## src/hdl/mcat_pkg.sv

```systemverilog
// Package for the minute clock alarm table.
// Holds opcodes, result kinds, time constants and the control and status types
// shared by the controller, the datapath and the top level. Depends on nothing.
package mcat_pkg;

	// Default table depth and the fixed result limit per tick.
	localparam int DEF_ALARM_SLOTS = 16;
	localparam int OUT_LIMIT       = 16;

	// Time of day constants.
	localparam int MINUTES_PER_HOUR = 60;
	localparam int HOURS_PER_DAY    = 24;
	localparam int SNOOZE_MINUTES   = 10;

	// Field widths fixed by the interface.
	localparam int OP_W     = 2;
	localparam int HOUR_W   = 5;
	localparam int MINUTE_W = 6;
	localparam int KIND_W   = 3;
	localparam int OSLOT_W  = 4;

	// Opcodes of an input transfer.
	localparam logic [OP_W-1:0] OP_TICK  = 2'd0;
	localparam logic [OP_W-1:0] OP_ADD   = 2'd1;
	localparam logic [OP_W-1:0] OP_REPLY = 2'd2;

	// Result kinds.
	localparam logic [KIND_W-1:0] KIND_TICK  = 3'd0;
	localparam logic [KIND_W-1:0] KIND_FIRED = 3'd1;
	localparam logic [KIND_W-1:0] KIND_ADDED = 3'd2;
	localparam logic [KIND_W-1:0] KIND_FULL  = 3'd3;
	localparam logic [KIND_W-1:0] KIND_REPLY = 3'd4;

	// One stored alarm entry.
	typedef struct packed {
		logic                snooz;
		logic [HOUR_W-1:0]   hour;
		logic [MINUTE_W-1:0] minute;
	} slot_ent_t;

	// Source of the next result loaded into the output register.
	typedef enum logic [2:0] {
		OSEL_TICK,
		OSEL_FIRED,
		OSEL_ADDED,
		OSEL_FULL,
		OSEL_REPLY
	} out_sel_t;

	// Commands from the controller to the datapath.
	typedef struct packed {
		logic     accept;
		logic     tick;
		logic     rd_en;
		logic     rd_reply;
		logic     pend_take;
		logic     find_commit;
		logic     reply_commit;
		logic     load_out;
		out_sel_t out_sel;
		logic     out_last;
	} cmd_t;

	// Status from the datapath to the controller.
	typedef struct packed {
		logic match;
		logic slot_free;
		logic out_free;
	} sts_t;

endpackage

```

## src/hdl/minute_clock_alarm_table.sv

```systemverilog
// Top level of the minute clock alarm table.
// Instantiates the controller mcat_ctrl and the datapath mcat_dp; uses mcat_pkg.
module minute_clock_alarm_table
	import mcat_pkg::*;
#(
	parameter int ALARM_SLOTS = DEF_ALARM_SLOTS
) (
	input  logic                clk,
	input  logic                arst_n,
	input  logic                in_valid,
	output logic                in_stall,
	input  logic [OP_W-1:0]     op,
	input  logic [HOUR_W-1:0]   new_hour,
	input  logic [MINUTE_W-1:0] new_minute,
	input  logic                new_snoozeable,
	input  logic [OSLOT_W-1:0]  reply_slot,
	input  logic                reply_snooze,
	output logic                out_valid,
	input  logic                out_stall,
	output logic [KIND_W-1:0]   result_kind,
	output logic [OSLOT_W-1:0]  slot,
	output logic [HOUR_W-1:0]   set_hour,
	output logic [MINUTE_W-1:0] set_minute,
	output logic                is_snoozeable,
	output logic [HOUR_W-1:0]   now_hour_out,
	output logic [MINUTE_W-1:0] now_minute_out,
	output logic                last
);

	// The block keeps a time of day in hours and minutes, starting at 00:00
	// after reset, and a table of ALARM_SLOTS alarm entries (1 to 16). Each
	// input transfer carries an op: a minute tick advances the clock (wrapping
	// at 60 minutes and 24 hours) and then produces one fired result for every
	// valid entry that matches the new time, lowest slot first and at most 16,
	// or a single plain tick result when nothing matches. An add stores the
	// alarm in the lowest free slot, with hour and minute saturated to 23 and
	// 59, or reports that the table is full. A reply to a snoozeable alarm
	// either moves it ten minutes later or frees its slot; a reply to an empty,
	// repeatable or out of range slot changes nothing. An unknown op is
	// absorbed without a result. Every transfer's final result has last set.
	// The block handles one input transfer at a time and holds in_stall high
	// until its final result is in the output register. A tick reads the alarm
	// memory one slot per cycle, while the output side does not hold the scan,
	// through a single registered read port, and the decision on the last fired
	// result waits for the end of the scan. An add's free slot search steps
	// past each occupied slot in turn, and a reply does its memory read and
	// then its write back. The output register lets a new transfer be accepted
	// while the final result of the previous one still waits to be taken.
	// Valid bits clear at reset; the entry memory itself needs no clearing.

	localparam int SLOT_W = (ALARM_SLOTS > 1) ? $clog2(ALARM_SLOTS) : 1;

	cmd_t              cmd;
	sts_t              sts;
	logic [SLOT_W-1:0] idx;

	// Sequencing of scans, searches and replies.
	mcat_ctrl #(
		.ALARM_SLOTS(ALARM_SLOTS)
	) u_ctrl (
		.clk      (clk),
		.arst_n   (arst_n),
		.in_valid (in_valid),
		.in_stall (in_stall),
		.op       (op),
		.cmd      (cmd),
		.idx      (idx),
		.sts      (sts)
	);

	// Clock, alarm storage and the output register.
	mcat_dp #(
		.ALARM_SLOTS(ALARM_SLOTS)
	) u_dp (
		.clk            (clk),
		.arst_n         (arst_n),
		.cmd            (cmd),
		.idx            (idx),
		.sts            (sts),
		.new_hour       (new_hour),
		.new_minute     (new_minute),
		.new_snoozeable (new_snoozeable),
		.reply_slot     (reply_slot),
		.reply_snooze   (reply_snooze),
		.out_stall      (out_stall),
		.out_valid      (out_valid),
		.result_kind    (result_kind),
		.slot           (slot),
		.set_hour       (set_hour),
		.set_minute     (set_minute),
		.is_snoozeable  (is_snoozeable),
		.now_hour_out   (now_hour_out),
		.now_minute_out (now_minute_out),
		.last           (last)
	);

endmodule

```

## src/hdl/mcat_dp.sv

```systemverilog
// Datapath of the minute clock alarm table: clock registers, valid bits,
// alarm entry memory, pending fired result and the output register.
// Depends on mcat_pkg.
module mcat_dp
	import mcat_pkg::*;
#(
	parameter int ALARM_SLOTS = DEF_ALARM_SLOTS,
	localparam int SLOT_W     = (ALARM_SLOTS > 1) ? $clog2(ALARM_SLOTS) : 1
) (
	input  logic                clk,
	input  logic                arst_n,
	input  cmd_t                cmd,
	input  logic [SLOT_W-1:0]   idx,
	output sts_t                sts,
	input  logic [HOUR_W-1:0]   new_hour,
	input  logic [MINUTE_W-1:0] new_minute,
	input  logic                new_snoozeable,
	input  logic [OSLOT_W-1:0]  reply_slot,
	input  logic                reply_snooze,
	input  logic                out_stall,
	output logic                out_valid,
	output logic [KIND_W-1:0]   result_kind,
	output logic [OSLOT_W-1:0]  slot,
	output logic [HOUR_W-1:0]   set_hour,
	output logic [MINUTE_W-1:0] set_minute,
	output logic                is_snoozeable,
	output logic [HOUR_W-1:0]   now_hour_out,
	output logic [MINUTE_W-1:0] now_minute_out,
	output logic                last
);

	// Clock and table state.
	logic [HOUR_W-1:0]   now_hour_q;
	logic [MINUTE_W-1:0] now_minute_q;
	logic [ALARM_SLOTS-1:0] valid_q;
	slot_ent_t           mem [ALARM_SLOTS];

	// Latched request fields.
	slot_ent_t           in_ent_q;
	logic [OSLOT_W-1:0]  rs_q;
	logic                rs_ok_q;
	logic                rz_q;

	// Memory read stage and pending fired result.
	slot_ent_t           rd_data_q;
	logic [SLOT_W-1:0]   slot_s1;
	slot_ent_t           pend_ent_q;
	logic [SLOT_W-1:0]   pend_slot_q;

	// Output register.
	logic                out_valid_q;
	logic [KIND_W-1:0]   kind_q;
	logic [OSLOT_W-1:0]  slot_q;
	logic [HOUR_W-1:0]   set_hour_q;
	logic [MINUTE_W-1:0] set_minute_q;
	logic                snooz_q;
	logic [HOUR_W-1:0]   now_hour_o_q;
	logic [MINUTE_W-1:0] now_minute_o_q;
	logic                last_q;

	logic [SLOT_W+OSLOT_W-1:0] rs_ext;
	logic [SLOT_W-1:0]   rs_idx;
	logic [SLOT_W-1:0]   rd_addr;
	logic [SLOT_W-1:0]   wr_addr;
	slot_ent_t           wr_data;
	logic                wr_en;
	logic                rep_ok;
	logic [MINUTE_W:0]   snz_min_sum;
	logic [MINUTE_W-1:0] snz_minute;
	logic [HOUR_W-1:0]   snz_hour;
	logic [SLOT_W+OSLOT_W-1:0] pend_slot_ext;
	logic [SLOT_W+OSLOT_W-1:0] idx_ext;
	logic [HOUR_W-1:0]   sat_hour;
	logic [MINUTE_W-1:0] sat_minute;

	assign rs_ext  = {{SLOT_W{1'b0}}, rs_q};
	assign rs_idx  = rs_ext[SLOT_W-1:0];
	assign rd_addr = cmd.rd_reply ? rs_idx : idx;

	assign sat_hour   = (new_hour > HOUR_W'(HOURS_PER_DAY - 1)) ?
		HOUR_W'(HOURS_PER_DAY - 1) : new_hour;
	assign sat_minute = (new_minute > MINUTE_W'(MINUTES_PER_HOUR - 1)) ?
		MINUTE_W'(MINUTES_PER_HOUR - 1) : new_minute;

	// Snooze moves the alarm ten minutes later, carrying into the hour.
	always_comb begin
		snz_min_sum = {1'b0, rd_data_q.minute} + (MINUTE_W+1)'(SNOOZE_MINUTES);
		snz_minute  = snz_min_sum[MINUTE_W-1:0];
		snz_hour    = rd_data_q.hour;
		if (snz_min_sum >= (MINUTE_W+1)'(MINUTES_PER_HOUR)) begin
			snz_minute = MINUTE_W'(snz_min_sum - (MINUTE_W+1)'(MINUTES_PER_HOUR));
			if (rd_data_q.hour == HOUR_W'(HOURS_PER_DAY - 1)) begin
				snz_hour = '0;
			end else begin
				snz_hour = rd_data_q.hour + HOUR_W'(1);
			end
		end
	end

	assign rep_ok = rs_ok_q && valid_q[rs_idx] && rd_data_q.snooz;

	// Single write port shared by add and snooze.
	always_comb begin
		wr_en   = 1'b0;
		wr_addr = idx;
		wr_data = in_ent_q;
		if (cmd.find_commit) begin
			wr_en = 1'b1;
		end else if (cmd.reply_commit && rep_ok && rz_q) begin
			wr_en   = 1'b1;
			wr_addr = rs_idx;
			wr_data = '{snooz: rd_data_q.snooz, hour: snz_hour, minute: snz_minute};
		end
	end

	always_ff @(posedge clk) begin
		if (wr_en) begin
			mem[wr_addr] <= wr_data;
		end
	end

	always_ff @(posedge clk) begin
		if (cmd.rd_en) begin
			rd_data_q <= mem[rd_addr];
			slot_s1   <= rd_addr;
		end
	end

	assign sts.match = valid_q[slot_s1] && (rd_data_q.hour == now_hour_q) &&
		(rd_data_q.minute == now_minute_q);
	assign sts.slot_free = !valid_q[idx];
	assign sts.out_free  = !out_valid_q || !out_stall;

	// Clock and valid bits.
	always_ff @(posedge clk or negedge arst_n) begin
		if (!arst_n) begin
			now_hour_q   <= '0;
			now_minute_q <= '0;
			valid_q      <= '0;
		end else begin
			if (cmd.tick) begin
				if (now_minute_q == MINUTE_W'(MINUTES_PER_HOUR - 1)) begin
					now_minute_q <= '0;
					if (now_hour_q == HOUR_W'(HOURS_PER_DAY - 1)) begin
						now_hour_q <= '0;
					end else begin
						now_hour_q <= now_hour_q + HOUR_W'(1);
					end
				end else begin
					now_minute_q <= now_minute_q + MINUTE_W'(1);
				end
			end
			if (cmd.find_commit) begin
				valid_q[idx] <= 1'b1;
			end
			if (cmd.reply_commit && rep_ok && !rz_q) begin
				valid_q[rs_idx] <= 1'b0;
			end
		end
	end

	// Request fields and pending fired result.
	always_ff @(posedge clk) begin
		if (cmd.accept) begin
			in_ent_q <= '{snooz: new_snoozeable, hour: sat_hour, minute: sat_minute};
			rs_q     <= reply_slot;
			rs_ok_q  <= ({3'b000, reply_slot} < 7'(ALARM_SLOTS));
			rz_q     <= reply_snooze;
		end
		if (cmd.pend_take) begin
			pend_ent_q  <= rd_data_q;
			pend_slot_q <= slot_s1;
		end
	end

	assign pend_slot_ext = {{OSLOT_W{1'b0}}, pend_slot_q};
	assign idx_ext       = {{OSLOT_W{1'b0}}, idx};

	// Output register.
	always_ff @(posedge clk or negedge arst_n) begin
		if (!arst_n) begin
			out_valid_q <= 1'b0;
		end else if (cmd.load_out) begin
			out_valid_q <= 1'b1;
		end else if (!out_stall) begin
			out_valid_q <= 1'b0;
		end
	end

	always_ff @(posedge clk) begin
		if (cmd.load_out) begin
			now_hour_o_q   <= now_hour_q;
			now_minute_o_q <= now_minute_q;
			last_q         <= cmd.out_last;
			unique case (cmd.out_sel)
				OSEL_FIRED: begin
					kind_q       <= KIND_FIRED;
					slot_q       <= pend_slot_ext[OSLOT_W-1:0];
					set_hour_q   <= pend_ent_q.hour;
					set_minute_q <= pend_ent_q.minute;
					snooz_q      <= pend_ent_q.snooz;
				end
				OSEL_ADDED: begin
					kind_q       <= KIND_ADDED;
					slot_q       <= idx_ext[OSLOT_W-1:0];
					set_hour_q   <= in_ent_q.hour;
					set_minute_q <= in_ent_q.minute;
					snooz_q      <= in_ent_q.snooz;
				end
				OSEL_FULL: begin
					kind_q       <= KIND_FULL;
					slot_q       <= '0;
					set_hour_q   <= '0;
					set_minute_q <= '0;
					snooz_q      <= 1'b0;
				end
				OSEL_REPLY: begin
					kind_q  <= KIND_REPLY;
					slot_q  <= rs_q;
					snooz_q <= 1'b0;
					if (!rep_ok) begin
						set_hour_q   <= '0;
						set_minute_q <= '0;
					end else if (rz_q) begin
						set_hour_q   <= snz_hour;
						set_minute_q <= snz_minute;
					end else begin
						set_hour_q   <= rd_data_q.hour;
						set_minute_q <= rd_data_q.minute;
					end
				end
				default: begin
					kind_q       <= KIND_TICK;
					slot_q       <= '0;
					set_hour_q   <= '0;
					set_minute_q <= '0;
					snooz_q      <= 1'b0;
				end
			endcase
		end
	end

	assign out_valid      = out_valid_q;
	assign result_kind    = kind_q;
	assign slot           = slot_q;
	assign set_hour       = set_hour_q;
	assign set_minute     = set_minute_q;
	assign is_snoozeable  = snooz_q;
	assign now_hour_out   = now_hour_o_q;
	assign now_minute_out = now_minute_o_q;
	assign last           = last_q;

endmodule

```

## src/hdl/mcat_ctrl.sv

```systemverilog
// Controller of the minute clock alarm table: sequences the slot scan of a
// tick, the free slot search of an add and the read and write back of a reply.
// Depends on mcat_pkg.
module mcat_ctrl
	import mcat_pkg::*;
#(
	parameter int ALARM_SLOTS = DEF_ALARM_SLOTS,
	localparam int SLOT_W     = (ALARM_SLOTS > 1) ? $clog2(ALARM_SLOTS) : 1
) (
	input  logic              clk,
	input  logic              arst_n,
	input  logic              in_valid,
	output logic              in_stall,
	input  logic [OP_W-1:0]   op,
	output cmd_t              cmd,
	output logic [SLOT_W-1:0] idx,
	input  sts_t              sts
);

	localparam int CNT_W = $clog2(ALARM_SLOTS + 1);
	localparam int FND_W = $clog2(OUT_LIMIT + 1);

	localparam logic [2:0] ST_IDLE  = 3'd0;
	localparam logic [2:0] ST_SCAN  = 3'd1;
	localparam logic [2:0] ST_FLUSH = 3'd2;
	localparam logic [2:0] ST_FIND  = 3'd3;
	localparam logic [2:0] ST_RRD   = 3'd4;
	localparam logic [2:0] ST_RWB   = 3'd5;

	logic [2:0]       state_q, state_d;
	logic [CNT_W-1:0] cnt_q, cnt_d;
	logic [FND_W-1:0] found_q, found_d;
	logic             pend_live_q, pend_live_d;
	logic             live_s1, live_d;
	logic             match_now;
	logic             hold;
	logic             issue;
	logic             at_end;

	assign idx       = cnt_q[SLOT_W-1:0];
	assign in_stall  = (state_q != ST_IDLE);
	assign match_now = live_s1 && sts.match;
	assign hold      = match_now && pend_live_q && !sts.out_free;
	assign at_end    = (cnt_q == CNT_W'(ALARM_SLOTS));

	always_comb begin
		state_d     = state_q;
		cnt_d       = cnt_q;
		found_d     = found_q;
		pend_live_d = pend_live_q;
		live_d      = live_s1;
		issue       = 1'b0;
		cmd         = '{out_sel: OSEL_TICK, out_last: 1'b1, default: 1'b0};
		unique case (state_q)
			ST_IDLE: begin
				if (in_valid) begin
					cmd.accept = 1'b1;
					cnt_d      = '0;
					unique case (op)
						OP_TICK: begin
							cmd.tick    = 1'b1;
							found_d     = '0;
							pend_live_d = 1'b0;
							live_d      = 1'b0;
							state_d     = ST_SCAN;
						end
						OP_ADD:   state_d = ST_FIND;
						OP_REPLY: state_d = ST_RRD;
						default:  state_d = ST_IDLE;
					endcase
				end
			end
			ST_SCAN: begin
				if (!hold) begin
					// A new match becomes pending; the older one goes out.
					if (match_now) begin
						cmd.pend_take = 1'b1;
						pend_live_d   = 1'b1;
						found_d       = found_q + FND_W'(1);
						if (pend_live_q) begin
							cmd.load_out = 1'b1;
							cmd.out_sel  = OSEL_FIRED;
							cmd.out_last = 1'b0;
						end
					end
					issue = !at_end && (found_d < FND_W'(OUT_LIMIT));
					live_d = issue;
					if (issue) begin
						cmd.rd_en = 1'b1;
						cnt_d     = cnt_q + CNT_W'(1);
					end else begin
						state_d = ST_FLUSH;
					end
				end
			end
			ST_FLUSH: begin
				if (sts.out_free) begin
					cmd.load_out = 1'b1;
					cmd.out_sel  = pend_live_q ? OSEL_FIRED : OSEL_TICK;
					state_d      = ST_IDLE;
				end
			end
			ST_FIND: begin
				if (at_end) begin
					if (sts.out_free) begin
						cmd.load_out = 1'b1;
						cmd.out_sel  = OSEL_FULL;
						state_d      = ST_IDLE;
					end
				end else if (sts.slot_free) begin
					if (sts.out_free) begin
						cmd.find_commit = 1'b1;
						cmd.load_out    = 1'b1;
						cmd.out_sel     = OSEL_ADDED;
						state_d         = ST_IDLE;
					end
				end else begin
					cnt_d = cnt_q + CNT_W'(1);
				end
			end
			ST_RRD: begin
				cmd.rd_en    = 1'b1;
				cmd.rd_reply = 1'b1;
				state_d      = ST_RWB;
			end
			ST_RWB: begin
				if (sts.out_free) begin
					cmd.reply_commit = 1'b1;
					cmd.load_out     = 1'b1;
					cmd.out_sel      = OSEL_REPLY;
					state_d          = ST_IDLE;
				end
			end
			default: state_d = ST_IDLE;
		endcase
	end

	always_ff @(posedge clk or negedge arst_n) begin
		if (!arst_n) begin
			state_q     <= ST_IDLE;
			cnt_q       <= '0;
			found_q     <= '0;
			pend_live_q <= 1'b0;
			live_s1     <= 1'b0;
		end else begin
			state_q     <= state_d;
			cnt_q       <= cnt_d;
			found_q     <= found_d;
			pend_live_q <= pend_live_d;
			live_s1     <= live_d;
		end
	end

endmodule

```

## config.mk

```make
export PLATFORM = sky130hd
export DESIGN_NAME = minute_clock_alarm_table
export DESIGN_NICKNAME = d
export VERILOG_FILES = /design/src/hdl/mcat_pkg.sv /design/src/hdl/minute_clock_alarm_table.sv /design/src/hdl/mcat_dp.sv /design/src/hdl/mcat_ctrl.sv
export SDC_FILE = /design/constraint.sdc
export NUM_CORES = 1
export LEC_CHECK = 0
export ABC_AREA = 1
export BUFFER_PORTS_ARGS = -buffer_cell sky130_fd_sc_hd__clkbuf_2
export CAP_MARGIN = 20
export CELL_PAD_IN_SITES_DETAIL_PLACEMENT = 1
export CELL_PAD_IN_SITES_GLOBAL_PLACEMENT = 2
export CORE_MARGIN = 2
export CORE_UTILIZATION = 35
export CTS_BUF_LIST = sky130_fd_sc_hd__clkbuf_2
export DETAILED_ROUTE_END_ITERATION = 16
export PLACE_DENSITY = 0.67
export SYNTH_ARGS = -nofsm -noshare
export SYNTH_HDL_FRONTEND = slang
export SYNTH_SLANG_ARGS = --single-unit
```

## constraint.sdc

```tcl
create_clock -name clk -period 7.3 [get_ports clk]
set_clock_uncertainty 0.15 [all_clocks]
set_input_delay 0.73 -clock clk [delete_from_list [all_inputs] [get_ports clk]]
set_output_delay 0.73 -clock clk [all_outputs]
set_load 0.01 [all_outputs]
```

## Word-level counts from Yosys, hierarchy flattened

Memories as Yosys holds them, arrays and structs flattened. A register that Yosys moved wholly into a read port is not among the register bits.
Index checks and enable logic that the tools add are counted.

| storage, ports and cells | value |
|---|---|
| input bits | 23 |
| ROM bits | 0 |
| output and inout port bits | 33 |
| register bits after elaboration | 111 |
| bits in latches | 0 |
| memories kept | 1 |
| logic and storage cells | 197 |
| bits in writable memories | 192 |

| cells by class | value |
|---|---|
| equality and inequality tests | 27 |
| shifts and indexed selects | 0 |
| multiplexer cells | 91 |
| reduce and logical (&&, ||, !) cells | 30 |
| divide/modulo/power cells | 0 |
| $lt $le $gt $ge | 9 |
| bitwise logic cells | 5 |
| add/subtract/negate cells | 7 |
| multiply operators | 0 |

Memory list:

| name | words | width | rd ports | clocked after memory_dff | wr ports | line | text |
|---|---|---|---|---|---|---|---|
| u_dp.mem | 16 | 12 | 1 | 1 | 1 | mcat_dp.sv:36 | `slot_ent_t mem [ALARM_SLOTS];` |

Operator list:

| operator | number |
|---|---|
| $mux 5 | 20 |
| $mux 16 | 2 |
| $mux 4 | 8 |
| $pmux 5 s3 | 2 |
| $mux 1 | 29 |
| $mux 12 | 2 |
| $mux 6 | 4 |
| $add 5x1->5 const B | 4 |
| $mux 3 | 6 |
| $pmux 6 s3 | 1 |
| $and 16x16->16 | 1 |
| $not 16->16 | 1 |
| $or 16x16->16 | 1 |
| $pmux 4 s4 | 1 |
| $eq 5x5->1 const B | 3 |
| $lt 4x5->1 const B | 3 |
| $pmux 3 s5 | 1 |
| $bmux 1 s4 | 3 |
| $eq 3x2->1 const B | 4 |
| $logic_and 1x1->1 | 12 |
| $pmux 3 s4 | 1 |
| $pmux 4 s3 | 1 |
| $ne 2x2->1 const B | 5 |
| $pmux 5 s2 | 1 |
| other kinds (34) | 53 |

## Depth between registers and ports, before layout

Gate-level depths: netlist (run 1).

| depth | value |
|---|---|
| depth in word-level cells | 14 |
| depth in mapped cells | 16 |
| depth with buffers taken out | 16 |

## By module

A second synthesis (run 1) with hierarchy kept.

| unflattened totals | value |
|---|---|
| cell total of the unflattened synthesis | 1378 |
| area, all modules | 14433.8 µm² |

By module, submodules not included:

| module | cells each | area each (µm²) | times used |
|---|---|---|---|
| mcat_dp | 1212 | 13277.7 | 1 |
| mcat_ctrl | 166 | 1156.1 | 1 |

## Least setup slack after synthesis (run 1)

OpenSTA, ideal clock, no wires.

| timing | value |
|---|---|
| path kind | input-to-reg |
| start | input out_stall |
| end | register u_dp.snooz_q (netlist: u_dp.is_snoozeable) (enable) |
| cell stages on the path | 3 |
| setup slack | 4.209 ns |
| data required time | 6.722 ns |
| arrival | 2.512 ns |
| library setup time | 0.428 ns |
| cells stage by stage | nand2_1 > inv_1 > o211ai_1 |

RTL lines:

| what | line | text |
|---|---|---|
| start: declaration | minute_clock_alarm_table.sv:19 | `input logic out_stall,` |
| end signal: assignment | mcat_dp.sv:201 | `snooz_q <= pend_ent_q.snooz;` |
| end signal: assignment | mcat_dp.sv:208 | `snooz_q <= in_ent_q.snooz;` |
| end: declaration | mcat_dp.sv:56 | `logic snooz_q;` |

## Worst setup path after layout (run 1)

| timing | value |
|---|---|
| start | register u_ctrl.cnt_q[0] |
| end | memory u_dp.mem[3][6] (netlist bit) (enable) |

| on the way | value |
|---|---|
| word-level cells in the longest chain between the ends | 8 |
| elaborated cells between the ends (all ways) | 11 |
| those cells by class | 1 x eq/ne; 10 x mux |

RTL lines:

| what | line | text |
|---|---|---|
| start: declaration | mcat_ctrl.sv:31 | `logic [CNT_W-1:0] cnt_q, cnt_d;` |
| start signal: assignment | mcat_ctrl.sv:147 | `cnt_q <= cnt_d;` |
| $bmux 1 s4 | mcat_dp.sv:131 | `assign sts.slot_free = !valid_q[idx];` |
| $mux 1 (implied by the code) | mcat_dp.sv:131 |  |
| $mux 1 | mcat_ctrl.sv:110 | `end else if (sts.slot_free) begin` |
| $mux 1 | mcat_ctrl.sv:104 | `if (at_end) begin` |
| $mux 1 | mcat_ctrl.sv:54 | `unique case (state_q)` |
| $mux 1 | mcat_dp.sv:107 | `if (cmd.find_commit) begin` |
| $mux 1 | mcat_dp.sv:117 | `if (wr_en) begin` |
| $mux 1 (implied by the code) | mcat_dp.sv:118 | `mem[wr_addr] <= wr_data;` |
| end: declaration | mcat_dp.sv:36 |  |

Several ways; a longest one is shown, not always the timed one. The select of a mux whose other input is x is not followed.

==> results of run 1 <==
[layout by cell type, fill, tap and decap left out, types with 2 or more instances in the layout]
cell and count:
a21oi_1 26, a31oi_1 3, and3_1 2, buf_4 28
buf_6 3, bufinv_16 4, clkbuf_2 182, clkinv_1 16
clkinv_2 5, dfrtp_1 43, dlygate4sd3_1 26, edfxtp_1 272
ha_1 10, inv_1 114, inv_2 17, nand2_1 274
nand2_2 7, nand3_1 78, nand4_1 32, nor2_1 165
nor2_2 4, nor2_4 2, nor3_1 10, nor3_2 3
nor4_1 2, o211ai_1 22, o21a_1 4, o21ai_0 108
o21ai_1 35, o21ai_2 6, o21ai_4 2, o221ai_1 33
o22ai_1 19, o31ai_1 2, xnor2_1 6, xor2_1 6
[what timing repair did]
action | 4_1_cts | 5_1_grt
setup buffers | 0 | 0
hold buffers | 26 | 0
hold endpoints to repair | 65 | 0
[how the worst max path moves through the flow]
stage	end	cells past startpoint	slack, ps
detailed placement	u_dp.mem[15][4]$_DFFE_PP_	9	3150
global placement	u_dp.mem[2][8]$_DFFE_PP_	9	3160
CTS	u_dp.mem[15][5]$_DFFE_PP_	9	3110
global route	u_dp.mem[3][11]$_DFFE_PP_	9	2900
finish	u_dp.mem[3][6]$_DFFE_PP_	9	3220
floorplan	u_dp.is_snoozeable$_DFFE_PP_	3	4210
[cell usage after synthesis (2+ instances only)]
master	n	share of area [%]
xnor2_1	6	0.37
nor3_2	2	0.14
nor2_2	3	0.13
o221ai_1	33	2.0
edfxtp_1	272	57
buf_2	20	0.70
a31oi_1	3	0.13
o21ai_2	3	0.18
dfrtp_1	43	7.5
nand3_1	78	2.7
buf_4	3	0.16
nor4_1	2	0.088
clkbuf_1	29	0.76
o21a_1	4	0.21
xor2_1	6	0.37
nor3_1	11	0.39
nor2_4	2	0.16
a21oi_1	26	0.91
nand2_2	7	0.31
inv_1	114	3.0
o21ai_1	38	1.3
o211ai_1	22	1.2
o31ai_1	2	0.11
ha_1	10	0.88
nor2_1	166	4.4
nand4_1	32	1.4
and3_1	2	0.088
inv_2	16	0.42
o21ai_0	109	3.8
nand2_1	274	7.2
o22ai_1	19	0.83
[power by group]
| group | total, mW | leakage, nW | internal (mW) | switching [mW] |
|---|---|---|---|---|
| Combinational | 1.85 | 2.86 | 0.511 | 1.34 |
| Clock | 1.36 | 0.632 | 0.605 | 0.756 |
| Sequential | 2.45 | 2.97 | 2.24 | 0.202 |
[cell type report]
type | count | share of cell area [%]
Sequential cell | 315 | 56.47
Multi-Input combinational cell | 870 | 26.38
Timing Repair Buffer | 113 | 4.930
Tap cell | 525 | 4.013
Clock buffer | 127 | 3.883
Inverter | 131 | 3.004
Clock inverter | 26 | 1.299
Antenna cell | 1 | 0.01529
[sequential cells by signal (all words and copies together) (netlist names), 3 cells and up]
name,cells
u_dp.mem,192
u_dp.valid_q,16
u_dp.in_ent_q,12
u_dp.pend_ent_q,12
u_dp.rd_data_q,12
u_dp.now_minute_out,6
u_dp.now_minute_q,6
u_dp.set_minute,6
u_ctrl.cnt_q,5
u_ctrl.found_q,5
u_dp.now_hour_out,5
u_dp.now_hour_q,5
u_dp.set_hour,5
u_dp.pend_slot_q,4
u_dp.rs_idx,4
u_dp.slot,4
u_dp.slot_s1,4
u_ctrl.state_q,3
u_dp.result_kind,3
[per-layer routing]
| layer | wire length [microns] | global-route usage, % |
|---|---|---|
| met5 | 0 | 0 |
| met4 | 1264 | 8.291 |
| met3 | 2218 | 4.131 |
| met2 | 20580 | 34.44 |
| met1 | 20630 | 28.93 |
[worst reg2reg max path, delay by kind of cell (launching register included)]
kind | cells | cell delay [ps]
adders and majority gates | 1 | 280
buffers and inverters | 2 | 350
and+or+nand+nor | 6 | 2040
DFF | 1 | 860
[cell families (layout without fill, tap and decap cells)]
| logic type | count (synthesis) | in the layout | synth area share (%) |
|---|---|---|---|
| adder cells (fa/ha/maj) | 10 | 10 | 0.8765 |
| flip-flops | 315 | 315 | 64.76 |
| XOR/XNOR | 12 | 12 | 0.7363 |
| AO/OA/AOI/OAI | 262 | 262 | 10.94 |
| other | 0 | 1 | 0 |
| buffers and inverters | 186 | 397 | 5.206 |
| AND/OR/NAND/NOR | 586 | 586 | 17.49 |
[through the flow]
stage | total power, mW | hold slack [ps] | instances | instance area (sq um) | util [%]
CTS | 5.729 | 160.0 | 2097 | 16260 | 40.64
finish | 5.658 | 248.9 | 2108 | 16370 | 40.91
global placement | 4.310 | 318.8 | 1916 | 15140 | 37.83
detailed placement | 4.328 | 331.8 | 1918 | 15150 | 37.87
floorplan | 3.596 | 270.6 | 1371 | 14270 | -
global route | 6.041 | 249.1 | 2108 | 16370 | 40.91
==> impl_metrics.sql, run 1 <==
INSERT INTO impl_metrics (metric_group, metric, value, unit) VALUES
('timing', 'finalSetupTns', '0', 'ps'),
('worst_setup_path', 'start_kind', 'flip-flop', ''),
('yosys', 'synth_enable_flop_cells', '272', ''),
('timing', 'final_hold_viol_count', '0', ''),
('timing', 'slew_violations', '0', ''),
('worst_setup_path', 'r2r_slack', '3220', 'ps'),
('yosys', 'synth_ff_type', 'edfxtp_1', ''),
('worst_setup_path', 'cp.buffers_inverters', '2', ''),
('cells_and_area', 'regArea', '0.009244', 'sq mm'),
('cts', 'cts-root-buf', 'clkbuf_2', ''),
('detailed_routing', 'drt.antenna.violating_nets', '0', ''),
('cells_and_area', 'area_delta_synth_final', '14.66', '%'),
('worst_setup_path', 'endpoint_kind', 'flip-flop', ''),
('cts', 'tritoncts_num_sinks', '315', ''),
('cts', 'numCtsBuffers', '86', ''),
('worst_setup_path', 'worstRegToRegCells', '9', ''),
('detailed_routing', 'drtIter0Drc', '672', ''),
('pwr', 'pwr_density_cell', '345.7', 'mW/mm^2'),
('global_routing', 'globalRouteOverflowTotal', '0', ''),
('cts', 'clk_transition_reported_paths', '100', 'ps'),
('cts', 'clk-insertion-delay-late', '980', 'ps'),
('detailed_routing', 'firstDrtPassIters', '5', ''),
('cells_and_area', 'drive_gt1_share', '17.00', '%'),
('placement', 'gp_routability_congestion', '0.8827', ''),
('global_routing', 'grt_antenna_before_repair', '1', ''),
('worst_setup_path', 'timing.critical_path.arrival', '4500', 'ps'),
('cts', 'count_of_instances_resized_after_the_clock_tree_is_built', '0', ''),
('timing', 'timing.max_slew.rel_slack', '31.05', '%'),
('global_routing', 'grt_usage', '21.52', '%'),
('detailed_routing', 'vias_per_cell', '5.171', ''),
('worst_setup_path', 'cpLargestDelayFamily', 'simple AND/OR/NAND/NOR gates', ''),
('timing', 'final_period_minus_worst_setup_slack', '4079', 'ps'),
('yosys', 'yosys_warnings', '0', ''),
('timing', 'tightestPinTransition', '1030', 'ps'),
('die', 'pin_count', '56', ''),
('yosys', 'share_of_synthesized_registers_carrying_an_async_set_or_reset', '13.65', '%'),
('worst_setup_path', 'crit_required', '7720', 'ps'),
('die', 'die_h', '206.0', 'microns'),
('die', 'start_util', '35.68', '%'),
('detailed_routing', 'routed-via-count', '10901', ''),
('yosys', 'synth.yosys.seq_area_share', '64.76', '%'),
('run_status', 'outcome', 'finished, final reports clean', ''),
('cells_and_area', 'multi_input_gate_area_in_the_final_layout', '0.004318', 'sq mm'),
('timing', 'final.period_utilization', '55.87', '%'),
('worst_setup_path', 'critPathKind', 'reg2reg', ''),
('detailed_routing', 'wire_length_reported_by_the_detailed_router', '44.69', 'mm'),
('placement', 'numPortBuffers', '55', ''),
('cells_and_area', 'layout.filler_cells', '4595', ''),
('global_routing', 'grt_pass1_wl', '67.91', 'mm'),
('pwr', 'p_leak', '6.457', 'nW'),
('worst_setup_path', 'crit_slowest_cell', 'dfrtp_1', ''),
('yosys', 'synth_cells', '1371', ''),
('hold_path', 'hold_path.class', 'in2async', ''),
('worst_setup_path', 'max_stage_delay', '860', 'ps'),
('placement', 'place_ws', '3154', 'ps'),
('yosys', 'post_synth_instance_area', '0.01427', 'sq mm'),
('run', 'max-cap-violations', '0', ''),
('detailed_routing', 'drcViolationCount', '0', ''),
('die', 'chipWidth', '206.0', 'microns'),
('worst_setup_path', 'worstSetupStartpoint', 'u_ctrl.cnt_q[0]$_DFFE_PN0P_', ''),
('global_routing', 'grt_max_degree', '55', ''),
('placement', 'detailedPlacementHpwl', '30.28', 'mm'),
('die', 'design.die.area', '0.04242', 'sq mm'),
('die', 'floorplan.rows', '73', ''),
('cells_and_area', 'final_net_count', '1550', ''),
('yosys', 'post_synth_cell_types', '45', ''),
('die', 'core_area', '0.04001', 'sq mm'),
('yosys', 'synth_area_per_cell', '10.41', 'sq um'),
('cts', 'htree_levels', '3', ''),
('timing', 'unrepaired_setup_endpoints_after_global_routing', 'false', ''),
('timing', 'setup_violations', '0', '');
No activity file was read; power rests on OpenSTA's default activity.
==> run 2: changes to the inputs <==
--- a/config.mk
+++ b/config.mk
@@ -14,7 +14,7 @@
 export CORE_UTILIZATION = 35
 export CTS_BUF_LIST = sky130_fd_sc_hd__clkbuf_2
 export DETAILED_ROUTE_END_ITERATION = 16
-export PLACE_DENSITY = 0.67
+export PLACE_DENSITY = 0.7
 export SYNTH_ARGS = -nofsm -noshare
 export SYNTH_HDL_FRONTEND = slang
 export SYNTH_SLANG_ARGS = --single-unit
==> constraint.sdc (replaced) <==
create_clock -name clk -period 3.4 [get_ports clk]
set_clock_uncertainty 0.15 [all_clocks]
set_input_delay 0.34 -clock clk [delete_from_list [all_inputs] [get_ports clk]]
set_output_delay 0.34 -clock clk [all_outputs]
set_load 0.01 [all_outputs]
==> run 2 against run 1 <==
- sequential power is 110% higher
- largest cell class unchanged
- via count is 1.2% higher
- worst hold slack got worse by 96 ps
- count of clock-buffer cells in the layout increased by 2
- critical path type unchanged
- setup slack got worse by 3000 ps
==> impl_metrics.sql, run 2 (synthesis gave the netlist of run 1 again) <==
INSERT INTO impl_metrics (metric_group, metric, value, unit) VALUES
('run_status', 'outcome', 'finished, final reports clean', ''),
('hold_path', 'hold_path_startpoint', 'op[0]', ''),
('cells_and_area', 'multi_input_gate_area_in_the_final_layout', '0.004309', 'sq mm'),
('worst_setup_path', 'max_stage_delay', '490', 'ps'),
('worst_setup_path', 'critPathKind', 'reg2reg', ''),
('detailed_routing', 'wire_length_reported_by_the_detailed_router', '45.26', 'mm'),
('placement', 'gp_routability_congestion', '0.8662', ''),
('cells_and_area', 'largest_register_ffs', '192', ''),
('cells_and_area', 'layout_common_cells', 'nand2_1 (274), edfxtp_1 (272), clkbuf_2 (184), nor2_1 (164), inv_1 (114)', ''),
('die', 'die_h', '206.0', 'microns'),
('timing', 'final_hold_viol_count', '0', ''),
('die', 'pin_count', '56', ''),
('cts', 'clk-insertion-delay-late', '1020', 'ps'),
('run', 'max-cap-violations', '0', ''),
('worst_setup_path', 'endpoint_kind', 'flip-flop', ''),
('worst_setup_path', 'crit_slowest_cell', 'edfxtp_1', ''),
('die', 'core_area', '0.04001', 'sq mm'),
('worst_setup_path', 'cp.depth', '15', ''),
('placement', 'place_ws', '194.5', 'ps'),
('worst_setup_path', 'worstSetupStartpoint', 'u_dp.rs_idx[1]$_DFFE_PP_', ''),
('pwr', 'pwr_density_cell', '720.6', 'mW/mm^2'),
('timing', 'postLayoutSetupSlackWorst', '216.4', 'ps'),
('cts', 'cts-root-buf', 'clkbuf_2', ''),
('detailed_routing', 'firstDrtPassIters', '7', ''),
('pwr', 'p_leak', '6.639', 'nW'),
('detailed_routing', 'drtIter0Drc', '661', ''),
('detailed_routing', 'drcViolationCount', '0', ''),
('timing', 'finalSetupTns', '0', 'ps'),
('global_routing', 'grt_pass1_wl', '69.32', 'mm'),
('cells_and_area', 'area_delta_synth_final', '17.12', '%'),
('timing', 'unrepaired_setup_endpoints_after_global_routing', 'false', ''),
('cells_and_area', 'largest-register', 'u_dp.mem', ''),
('detailed_routing', 'vias_per_cell', '5.127', ''),
('worst_setup_path', 'critical_path.most_common_cell', 'nand2_1', ''),
('timing', 'final_period_minus_worst_setup_slack', '3184', 'ps'),
('pwr', 'worst_ir_drop_vdd', '371.3', 'uV'),
('timing', 'max_freq', '0.3141', 'GHz'),
('hold_path', 'hold_path.class', 'in2reg', ''),
('cts', 'numCtsBuffers', '86', ''),
('timing', 'slew_violations', '0', ''),
('timing', 'timing.max_slew.rel_slack', '52.36', '%'),
('timing', 'final.period_utilization', '93.64', '%'),
('worst_setup_path', 'cp_max_fo', '16', ''),
('timing', 'tightestPinTransition', '714.6', 'ps'),
('cts', 'cts_tree', 'built', ''),
('die', 'chipWidth', '206.0', 'microns'),
('placement', 'detailedPlacementHpwl', '30.55', 'mm'),
('detailed_routing', 'wl_per_cell', '21.03', 'microns'),
('cells_and_area', 'biggestRegsByFlops', 'u_dp.mem (192), u_dp.valid_q (16)', ''),
('detailed_routing', 'drt.antenna.violating_nets', '0', ''),
('placement', 'numPortBuffers', '55', ''),
('cells_and_area', 'regArea', '0.009244', 'sq mm'),
('cells_and_area', 'mostFrequentLayoutCell', 'nand2_1', ''),
('die', 'floorplan.rows', '73', ''),
('cts', 'clk_transition_reported_paths', '90', 'ps'),
('pwr', 'finalPower', '12.05', 'mW'),
('global_routing', 'grt_antenna_before_repair', '3', ''),
('cells_and_area', 'layout.filler_cells', '4580', ''),
('worst_setup_path', 'worstRegToRegCells', '15', ''),
('global_routing', 'grt_max_degree', '98', ''),
('die', 'start_util', '35.68', '%'),
('cts', 'clk_path_buf_depth', '3', ''),
('worst_setup_path', 'timing.critical_path.arrival', '3740', 'ps'),
('worst_setup_path', 'cp.buffers_inverters', '4', ''),
('worst_setup_path', 'crit_required', '3960', 'ps'),
('global_routing', 'globalRouteOverflowTotal', '0', ''),
('global_routing', 'first_global_vias', '11716', ''),
('cells_and_area', 'drive_gt1_share', '18.06', '%'),
('worst_setup_path', 'start_kind', 'flip-flop', ''),
('cts', 'tritoncts_num_sinks', '315', ''),
('global_routing', 'grt_usage', '21.96', '%'),
('hold_path', 'worst_hold_depth', '7', ''),
('die', 'design.die.area', '0.04242', 'sq mm'),
('cts', 'htree_levels', '3', ''),
('cells_and_area', 'final_net_count', '1601', ''),
('detailed_routing', 'routed-via-count', '11034', ''),
('timing', 'setup_violations', '0', ''),
('worst_setup_path', 'r2r_start', 'u_dp.rs_idx[1]$_DFFE_PP_', ''),
('worst_setup_path', 'cpLargestDelayFamily', 'simple AND/OR/NAND/NOR gates', ''),
('worst_setup_path', 'timing.critical_path.cells', 'inv_2 > nor2_2 > a21oi_1 > nand2_1 > nand2_1 > nand2_1 > inv_2 > nand2_4 > nand4_4 > buf_4 > nand2_1 > o21ai_1 > nand2_1 > nor2_2 > buf_4', '');
[run 2: per-layer routing]
layer	vias to the layer above	routed length, microns	global-route usage, %	share of wire, %
met3	86	2009	4.305	4.4
met2	271	21870	36.85	48
li1	5241	-	-	-
met4	0	1285	7.883	2.8
met1	5436	20100	28.24	44
met5	-	0	0	0
[run 2: report_power, final]
| part | internal (mW) | total (mW) | leakage, nW | switching, mW |
|---|---|---|---|---|
| clock network | 1.08 | 2.70 | 0.585 | 1.62 |
| registers | 4.81 | 5.18 | 2.97 | 0.372 |
| logic | 1.24 | 4.16 | 3.09 | 2.92 |
| total | 7.13 | 12.0 | 6.64 | 4.91 |
[run 2: worst reg2reg max path: stages, from the launching register on]
cell,delay (ps)
edfxtp_1,490
inv_2,200
nor2_2,110
a21oi_1,220
nand2_1,80
nand2_1,60
nand2_1,80
inv_2,80
nand2_4,60
nand4_4,140
buf_4,260
nand2_1,70
o21ai_1,170
nand2_1,200
nor2_2,280
buf_4,250
[run 2: layout make-up]
cell class / count / area share [%]
tap: 525 / 3.929
clock inverter: 13 / 0.5837
antenna: 5 / 0.07484
sequential: 315 / 55.29
clock buffer: 129 / 3.862
multi-input combinational: 870 / 25.77
timing repair buffer: 164 / 7.544
inverter: 131 / 2.941
[run 2: repair_timing]
item / 4_1_cts / 5_1_grt
gates resized for setup: 0 / 1
hold buffers: 49 / 0
buffers inserted: 0 / 0
setup endpoints to repair: 0 / 3
hold endpoints to repair: 118 / 0
[run 2: path summary, 6_finish.rpt]
check | end | slack (ps)
min in group asynchronous | u_dp.out_valid$_DFFE_PN0P_ | 280
worst min register to register | u_dp.set_minute[5]$_DFFE_PP_ | 340
max in group asynchronous | u_dp.valid_q[0]$_DFF_PN0_ | 1770
worst min-delay path | u_ctrl.state_q[2]$_DFFE_PN0P_ | 150
worst max-delay path | u_dp.mem[1][11]$_DFFE_PP_ | 220
worst max register to register | u_dp.mem[1][11]$_DFFE_PP_ | 220
[run 2: per-stage QoR]
| stage | util [%] | hold WS [ps] | cells | instance area [sq um] |
|---|---|---|---|---|
| floorplan | - | -105.6 | 1371 | 14270 |
| global placement | 38.63 | 232.8 | 1955 | 15450 |
| detailed placement | 38.63 | 243.7 | 1955 | 15450 |
| CTS | 41.72 | 23.28 | 2146 | 16690 |
| global route | 41.79 | 66.43 | 2152 | 16720 |
| finish | 41.79 | 153.0 | 2152 | 16720 |
